[config.mk]
export PLATFORM = sky130hd
export DESIGN_NAME = lfid_front
export DESIGN_NICKNAME = d
export VERILOG_FILES = /design/src/hw/rtl/lfid_pkg.sv /design/src/hw/rtl/lfid_front.sv
export SDC_FILE = /design/constraint.sdc
export NUM_CORES = 1
export LEC_CHECK = 0
export ABC_AREA = 1
export BUFFER_PORTS_ARGS = -buffer_cell sky130_fd_sc_hd__buf_2
export CAP_MARGIN = 10
export CORE_MARGIN = 8
export CORE_UTILIZATION = 21
export DETAILED_ROUTE_END_ITERATION = 16
export PLACE_DENSITY = 0.89
export SETUP_SLACK_MARGIN = 0.1
export SLEW_MARGIN = 30
export SYNTH_ARGS = -nofsm -noshare
export SYNTH_HDL_FRONTEND = slang
export SYNTH_SLANG_ARGS = --single-unit
[constraint.sdc]
create_clock -name vclk -period 0.8
set_input_delay 0.08 -clock vclk [all_inputs]
set_output_delay 0.08 -clock vclk [all_outputs]
set_load 0.1 [all_outputs]
[src/hw/rtl/lfid_pkg.sv]
// Shared types, constants and helper functions for the lowest-free ID allocator map.
// No dependencies; every other file refers to it by scoped names.
package lfid_pkg;

  localparam int CAPACITY  = 1024;
  localparam int ID_W      = $clog2(CAPACITY);
  localparam int CNT_W     = ID_W + 1;
  localparam int COL_W     = 5;
  localparam int ROW_W     = ID_W - COL_W;
  localparam int ROWS      = CAPACITY / (1 << COL_W);
  localparam int COLS      = 1 << COL_W;
  localparam int COMP_W    = 16;
  localparam int LOCAL_W   = 32;
  localparam int RANGE_W   = 7;
  localparam int MAX_RANGE = 64;

  localparam logic [1:0] CMD_INSERT  = 2'd0;
  localparam logic [1:0] CMD_RECLAIM = 2'd1;
  localparam logic [1:0] CMD_REMOVE  = 2'd2;
  localparam logic [1:0] CMD_LOOKUP  = 2'd3;

  localparam logic [2:0] ST_OK       = 3'd0;
  localparam logic [2:0] ST_RANGE    = 3'd1;
  localparam logic [2:0] ST_OCCUPIED = 3'd2;
  localparam logic [2:0] ST_FREE     = 3'd3;
  localparam logic [2:0] ST_FULL     = 3'd4;

  localparam logic [COMP_W-1:0]  INVALID_COMP  = '1;
  localparam logic [LOCAL_W-1:0] INVALID_LOCAL = '1;

  typedef struct packed {
    logic [1:0]         command;
    logic [ID_W-1:0]    target_id;
    logic [COMP_W-1:0]  component;
    logic [LOCAL_W-1:0] local_index;
    logic [RANGE_W-1:0] count;
  } in_item_t;

  typedef struct packed {
    logic [ID_W-1:0]    result_id;
    logic [COMP_W-1:0]  result_component;
    logic [LOCAL_W-1:0] result_local;
    logic [2:0]         status;
    logic               last;
    logic [CNT_W-1:0]   used_count;
    logic [CNT_W-1:0]   free_count;
  } out_item_t;

  function automatic logic [COL_W-1:0] first_set(input logic [COLS-1:0] v);
    logic [COL_W-1:0] idx;
    idx = '0;
    for (int i = COLS - 1; i >= 0; i--) begin
      if (v[i]) idx = i[COL_W-1:0];
    end
    return idx;
  endfunction

endpackage

[src/hw/rtl/lfid_front.sv]
// Command front end: accepts transactions, saturates insert counts, drops empty inserts.
// Depends on lfid_pkg.
module lfid_front (
  input  logic              rst_n,
  input  logic              start,
  output logic              busy,
  input  lfid_pkg::in_item_t in_data,
  input  logic              q_full,
  output logic              q_push,
  output lfid_pkg::in_item_t q_data
);

  logic is_insert;

  assign busy      = q_full;
  assign is_insert = (in_data.command == lfid_pkg::CMD_INSERT);

  always_comb begin
    q_data = in_data;
    if (is_insert && (in_data.count > lfid_pkg::RANGE_W'(lfid_pkg::MAX_RANGE))) begin
      q_data.count = lfid_pkg::RANGE_W'(lfid_pkg::MAX_RANGE);
    end
  end

  // drop an insert of zero entries: it yields no transaction
  assign q_push = start && !q_full && rst_n && !(is_insert && (in_data.count == '0));

endmodule

==> impl_metrics.csv <==
group,metric,value,unit
logic_synthesis,synth_top_area_cell,"buf_4",
global_routing,grt_pass1_vias,428,
critical_path,path_max_fanout,3,
run,maxCapViolCount,0,
global_routing,grt_overflow,0,
timing,final.min_clock_period,963,ps
timing,relSlewSlack,0.882,
pwr,ir_drop,0.000466,V
logic_synthesis,synth_nets,149,
global_routing,met1_usage,0.0280,
placement,numPortBuffers,23,
global_routing,gr-usage-met3,0.0272,
die,start_util,0.219,
die,design.core.area,2730,µm²
final_layout,drive_gt1_frac,0.942,
placement,place_congestion,0.653,
final_layout,mostFrequentLayoutCells,"buf_12, buf_6, buf_4",
min_path,hp-class,"in -> out",
placement,place_hpwl,1090,µm
placement,dpl_cell_area,618,µm²
timing,worstMarginPinSlew,176,ps
final_layout,area_growth,20.3,%
route,drt_pass1_iterations,2,
timing,rsz0062_at_grt,"true",
logic_synthesis,ys_seq_area_frac,0,
min_path,min_path_cells,0,
logic_synthesis,avgSynthCellArea,7.59,µm²
route,wl_per_cell,15.0,µm
critical_path,path_class,"in -> out",
pwr,p_total,0.000599,W
final_layout,layout_commonest_cell,"buf_12",
timing,setup_viol,7,
global_routing,grt_pass1_wl,2010,µm
timing,fmax,1.04,GHz
pwr,p_leak,0.314,nW
pwr,p_per_area,831,nW/µm²
clock_tree,holdBufCountCts,0,
die,rows,19,
route,drt_iter0_markers,1,
final_layout,num-clock-buffers,0,
global_routing,antenna_found_initial,0,
final_layout,diodes,0,
die,die_h,69.4,µm
route,ant_nets,0,
placement,placed_cells,81,
min_path,worstHoldStart,"in_data[10]",
logic_synthesis,synth_top_area_share,0.764,
die,die_area,4820,µm²
timing,finalHoldViolCount,0,
die,ios,139,
final_layout,flops_and_latches,0,
route,wirelength,1240,µm
run_status,outcome,"complete, but fails checks",
critical_path,required,720,ps
critical_path,worst_setup_path_end_kind,"primary output",
critical_path,cp_data_arrival_time,880,ps
timing,fin_crit_sh,1.20,
timing,worst_slack,-163,ps
global_routing,grtUsageMet2,0.0779,
global_routing,grt.total_usage,0.0483,
logic_synthesis,ys_warn_count,0,
logic_synthesis,synth_area_leaders,"buf_4, a21boi_1, nor2_4",
route,drc_errors,0,
logic_synthesis,synthCells,79,
run_status,violations,"setup timing",
logic_synthesis,synth_area,599,µm²
route,viasPerCell,3.87,
global_routing,gr-max-usage-layer,"met4",
die,die_w,69.4,µm
global_routing,grt_max_degree,7,
timing,hold_slack,160,ps
logic_synthesis,ys_types,12,
final_layout,finalNonFillerCells,83,
route,num_vias,321,
final_layout,seqCellArea,0,µm²
final_layout,final_area,721,µm²
timing,slew_viol_final,0,
min_path,worstHoldEndpoint,"q_data[10]",
critical_path,crit_path_start_kind,"input port",
final_layout,final_nets,124,
-- critical path, stage by stage --
cell	delay (ps)
buf_6	100
nor2_4	110
nand3_4	100
buf_6	140
a21boi_4	160
buf_12	190
-- through the flow --
stage                     utilization  setup TNS [ps]  setup WS, ps
after global routing            0.264           -1360          -202
after global placement          0.226           -1540          -239
after detailed placement        0.226           -1740          -271
final                           0.264           -1090          -163
after CTS                       0.261           -1160          -176
after floorplan                     -           -1810          -279
-- routing by layer --
metal	vias to the layer above	wire length, µm	part of all wire
li1	131	-	-
met1	137	282	0.23
met2	21	531	0.43
met3	32	233	0.19
met4	0	196	0.16
met5	-	0	0
-- cells by family (layout without fill, tap and decap cells) --
family | count (synthesis) | in the layout | synth area share
AND/OR/NAND/NOR | 10 | 10 | 0.142
buffers and inverters | 63 | 36 | 0.777
AO/OA/AOI/OAI | 6 | 6 | 0.0814
-- cell usage after synthesis --
master	count
a21boi_1	5
nand3_4	1
clkbuf_1	1
a21boi_2	1
nor3_4	1
nand3b_1	1
nor2_2	1
inv_1	1
nor2_4	2
buf_4	61
nand2_1	1
nor2_1	3
-- area by class of cell --
cell class | count | area, µm²
Fill cell | 286 | 2010
Timing Repair Buffer | 35 | 458
Multi-Input combinational cell | 16 | 218
Tap cell | 31 | 38.8
Inverter | 1 | 6.26
-- timing repair --
action | 4_1_cts | 5_1_grt
pin swaps | 11 | 1
endpoints found under the setup margin | 7 | 7
setup buffers | 2 | 0
resized for setup | 24 | 2
-- where the power goes --
part	switching [W]	total, W	internal [W]	leakage [nW]
Clock	0	0	0	0
Combinational	0.000341	0.000599	0.000257	0.314
Sequential	0	0	0	0
Total	0.000341	0.000599	0.000257	0.314
-- how the worst max path moves through the flow --
stage	from	endpoint
floorplan	in_data[1]	q_data[0]
global placement	in_data[3]	q_data[3]
detailed placement	in_data[1]	q_data[4]
CTS	in_data[0]	q_data[3]
global route	in_data[0]	q_data[2]
finish	in_data[4]	q_data[0]
Note: power is estimated with default switching activity, not from simulation.
