## src/hw/rtl/lfid_pkg.sv

```systemverilog
// Shared types, constants and helper functions for the lowest-free ID allocator map.
// No dependencies; every other file refers to it by scoped names.
package lfid_pkg;

  localparam int CAPACITY  = 1024;
  localparam int ID_W      = $clog2(CAPACITY);
  localparam int CNT_W     = ID_W + 1;
  localparam int COL_W     = 5;
  localparam int ROW_W     = ID_W - COL_W;
  localparam int ROWS      = CAPACITY / (1 << COL_W);
  localparam int COLS      = 1 << COL_W;
  localparam int COMP_W    = 16;
  localparam int LOCAL_W   = 32;
  localparam int RANGE_W   = 7;
  localparam int MAX_RANGE = 64;

  localparam logic [1:0] CMD_INSERT  = 2'd0;
  localparam logic [1:0] CMD_RECLAIM = 2'd1;
  localparam logic [1:0] CMD_REMOVE  = 2'd2;
  localparam logic [1:0] CMD_LOOKUP  = 2'd3;

  localparam logic [2:0] ST_OK       = 3'd0;
  localparam logic [2:0] ST_RANGE    = 3'd1;
  localparam logic [2:0] ST_OCCUPIED = 3'd2;
  localparam logic [2:0] ST_FREE     = 3'd3;
  localparam logic [2:0] ST_FULL     = 3'd4;

  localparam logic [COMP_W-1:0]  INVALID_COMP  = '1;
  localparam logic [LOCAL_W-1:0] INVALID_LOCAL = '1;

  typedef struct packed {
    logic [1:0]         command;
    logic [ID_W-1:0]    target_id;
    logic [COMP_W-1:0]  component;
    logic [LOCAL_W-1:0] local_index;
    logic [RANGE_W-1:0] count;
  } in_item_t;

  typedef struct packed {
    logic [ID_W-1:0]    result_id;
    logic [COMP_W-1:0]  result_component;
    logic [LOCAL_W-1:0] result_local;
    logic [2:0]         status;
    logic               last;
    logic [CNT_W-1:0]   used_count;
    logic [CNT_W-1:0]   free_count;
  } out_item_t;

  function automatic logic [COL_W-1:0] first_set(input logic [COLS-1:0] v);
    logic [COL_W-1:0] idx;
    idx = '0;
    for (int i = COLS - 1; i >= 0; i--) begin
      if (v[i]) idx = i[COL_W-1:0];
    end
    return idx;
  endfunction

endpackage

```

## src/hw/rtl/lfid_queue.sv

```systemverilog
// Two-entry command queue between the front end and the execution engine.
// Depends on lfid_pkg.
module lfid_queue (
  input  logic               clk,
  input  logic               rst_n,
  input  logic               push,
  input  lfid_pkg::in_item_t push_data,
  input  logic               pop,
  output logic               full,
  output logic               valid,
  output lfid_pkg::in_item_t head
);

  lfid_pkg::in_item_t slot_r [2];
  logic [1:0]         cnt_r;
  logic               rd_r;
  logic               wr_r;

  assign full  = (cnt_r == 2'd2);
  assign valid = (cnt_r != 2'd0);
  assign head  = slot_r[rd_r];

  always_ff @(posedge clk) begin
    if (!rst_n) begin
      cnt_r <= '0;
      rd_r  <= 1'b0;
      wr_r  <= 1'b0;
    end else begin
      if (push) wr_r <= !wr_r;
      if (pop)  rd_r <= !rd_r;
      case ({push, pop})
        2'b10:   cnt_r <= cnt_r + 2'd1;
        2'b01:   cnt_r <= cnt_r - 2'd1;
        default: cnt_r <= cnt_r;
      endcase
    end
  end

  always_ff @(posedge clk) begin
    if (push) slot_r[wr_r] <= push_data;
  end

endmodule

```

## config.mk

```make
export PLATFORM = sky130hd
export DESIGN_NAME = lfid_queue
export DESIGN_NICKNAME = d
export VERILOG_FILES = /design/src/hw/rtl/lfid_pkg.sv /design/src/hw/rtl/lfid_queue.sv
export SDC_FILE = /design/constraint.sdc
export NUM_CORES = 1
export LEC_CHECK = 0
export BUFFER_PORTS_ARGS = -buffer_cell sky130_fd_sc_hd__buf_2
export CORE_UTILIZATION = 34
export CTS_CLUSTER_DIAMETER = 80
export DETAILED_ROUTE_END_ITERATION = 8
export PLACE_DENSITY_LB_ADDON = 0.1
export SLEW_MARGIN = 15
export SYNTH_ARGS = -nofsm -noshare
export SYNTH_HDL_FRONTEND = slang
export SYNTH_SLANG_ARGS = --single-unit
```

## constraint.sdc

```tcl
create_clock -name clk -period 4.2 [get_ports clk]
set_input_delay 0.84 -clock clk [delete_from_list [all_inputs] [get_ports clk]]
set_output_delay 0.84 -clock clk [all_outputs]
set_load 0.02 [all_outputs]
```

==> out/metrics.cfg <==
[floorplanning]
rows=44
dieWidth_um=124
fp.dieH_um=124
initial_core_util_pct=34.8
die_area_um2=15300
ioPinCount=140
core_area_um2=14500

[drt]
drt_pass1_iterations=4
drcViolationCount=0
ant_nets=0
first_iter_violations=138
wire_per_inst_um=16.1
routed_wl_mm=9.33
vias=2612
vias_per_cell=4.51

[critical_path]
r2r_end=slot_r[1][59]
path_buf_inv=1
criticalPathCategory=reg -> out
end_kind=output port
worstPathCellList=mux2_2 -> buf_2
ff2ff_setup_slack_ns=2.58
worstRegToRegCells=1
cp.depth=2
crit_fanout=67
cpPeakStageDelay_ns=0.97
critPathSlowestCell=dfxtp_4
critPathRequiredTime_ns=3.36
crit_family=flip-flops
cp-endpoint=head[30]
cp.arrival_ns=2.03
r2r_start=wr_r
crit_path_start_kind=flip-flop

[final_layout]
fin_util_pct=44.8
drive_above_1_share_pct=59.2
nNetsFinal=454
postLayoutCellArea_um2=6480
fin_cells=579
n_antenna_cell=0
fill_cells=1307
syn_to_final_growth_pct=28.6

[yosys]
ys_ff_latch=139
yosysMostFrequentCell=edfxtp_1
synth_area_leader_cell=edfxtp_1
synth_edf_count=134
synth_warnings=0
syn_area_um2=5040
synth_flop_cell=edfxtp_1
netlist_instances=230
synth.top_cell.area_share_pct=79.8
ys_seq_area_share_pct=81.8
syn_area_per_cell_um2=21.9
synth_cell_type_count=18
synthTopCellsByArea=edfxtp_1 80%, mux2_2 15%, dfxtp_1 2.0%
yosys-top-cells-count=134 x edfxtp_1, 67 x mux2_2, 5 x dfxtp_1
syn_nets=302
async_reset_ff_share_pct=0

[global_route]
antenna_found_initial=0
grt_max_degree=69
grt_overflow=0
grt_first_pass_wirelength_mm=13.5
grt_pass1_vias=2640
grt_usage_pct=12.6

[clocking]
clkSlewWorstSetupHoldPaths_ns=0.05
cts_buffers=17
clk_latency_ns=0.41
cts_resized=0
cts_root_buf=clkbuf_16
clockBufferDepth=2
htree_num_levels=4
postCtsSetupBuffers=0
cts_hold_buf=0
cts_sinks=139
tritoncts=yes

[hold_path]
hold_path_class=reg -> reg
hold_start=cnt_r[1]

[sta]
fmax_ghz=0.348
min_period_over_period_pct=68.3
finalSetupViolCount=0
fin_crit_ns=2.87
rsz0062_at_grt=no
fin_ws_ns=1.33
hold_slack_ns=0.520
drv_slew=0
slew_headroom_pct=35.8
fin_tns_setup_ns=0
hold_violations=0
fin_skew_ns=0.00356
worst_slew_pin_slew_ns=0.964

[placed_design]
placed_cells=547
place_area_um2=5940
gp_congestion=0.669
dp_hpwl_mm=5.53
dp_slack_ns=1.72
portBuffers=139

[power_and_ir_drop]
power_frac_seq_pct=49.3
p_switching_mw=0.739
power_density_nw_per_um2=515
swShare_pct=22.1
finalPower_mw=3.34
internal_power_mw=2.60
vdd_ir_drop_max_mv=0.375
combPwrFrac_pct=10.0
leakagePower_nw=2.42
p_clk_share_pct=40.7

[job]
drv_cap=0

[outcome]
outcome=finished clean

-- state kept, by name, summed over array words and instances (netlist names), named ones only --
| register | flops |
|---|---|
| slot_r | 134 |
| wr_r | 1 |
| cnt_r | 2 |
| rd_r | 1 |
-- layer usage --
layer	track usage, %	share of wire (%)
met3	6.50	8.0
met5	0	0
met2	20.0	50
met1	14.2	40
met4	5.42	1.2
-- placed cells by master (no fill, tap or decap) --
cell and count:
a21boi_1 1, and2_1 3, and2_4 1, and2b_2 1, buf_2 139, buf_4 1
bufinv_16 2, clkbuf_1 2, clkbuf_16 17, clkinv_1 8, clkinv_2 2, clkinvlp_4 1
dfxtp_1 4, dfxtp_4 1, edfxtp_1 134, ha_1 1, inv_1 1, mux2_2 67
nor2_4 1, nor2b_1 1, o21a_1 1, o21ai_0 1, or2_2 1, or3_1 1
xnor2_1 2, xor2_1 1
-- layout make-up --
class                           instances  area [um2]  share of cell area [%]
Clock buffer                           19         433                    6.68
Clock inverter                         13         108                    1.66
Inverter                                1        3.75                  0.0579
Multi-Input combinational cell         83         880                    13.6
Sequential cell                       139        4130                    63.7
Tap cell                              184         230                    3.55
Timing Repair Buffer                  140         703                    10.8
-- worst min path at each step --
stage	to	cells after the start
2_1_floorplan	cnt_r[1]	2
5_1_grt	cnt_r[1]	2
6_report	cnt_r[1]	2
4_1_cts	cnt_r[1]	2
3_3_place_gp	cnt_r[1]	2
3_5_place_dp	cnt_r[1]	2
-- power groups by stage --
stage	clock network (mW)	logic [mW]	registers (mW)
2_1_floorplan	0	0.236	1.65
3_3_place_gp	0	0.339	1.67
3_5_place_dp	0	0.340	1.68
4_1_cts	1.40	0.342	1.65
5_1_grt	1.46	0.361	1.66
6_report	1.36	0.334	1.65
-- cells by family (layout without fill, tap and decap cells) --
| logic type | Yosys count | count (layout) | synth area share, % |
|---|---|---|---|
| multiplexers | 67 | 67 | 15.0 |
| buffers and inverters | 8 | 173 | 0.968 |
| adder cells (fa/ha/maj) | 1 | 1 | 0.248 |
| AND/OR/NAND/NOR | 9 | 9 | 1.12 |
| XOR/XNOR | 3 | 3 | 0.521 |
| flip-flops | 139 | 139 | 81.8 |
| AO/OA/AOI/OAI | 3 | 3 | 0.397 |
No activity file was read; power rests on OpenSTA's default activity.
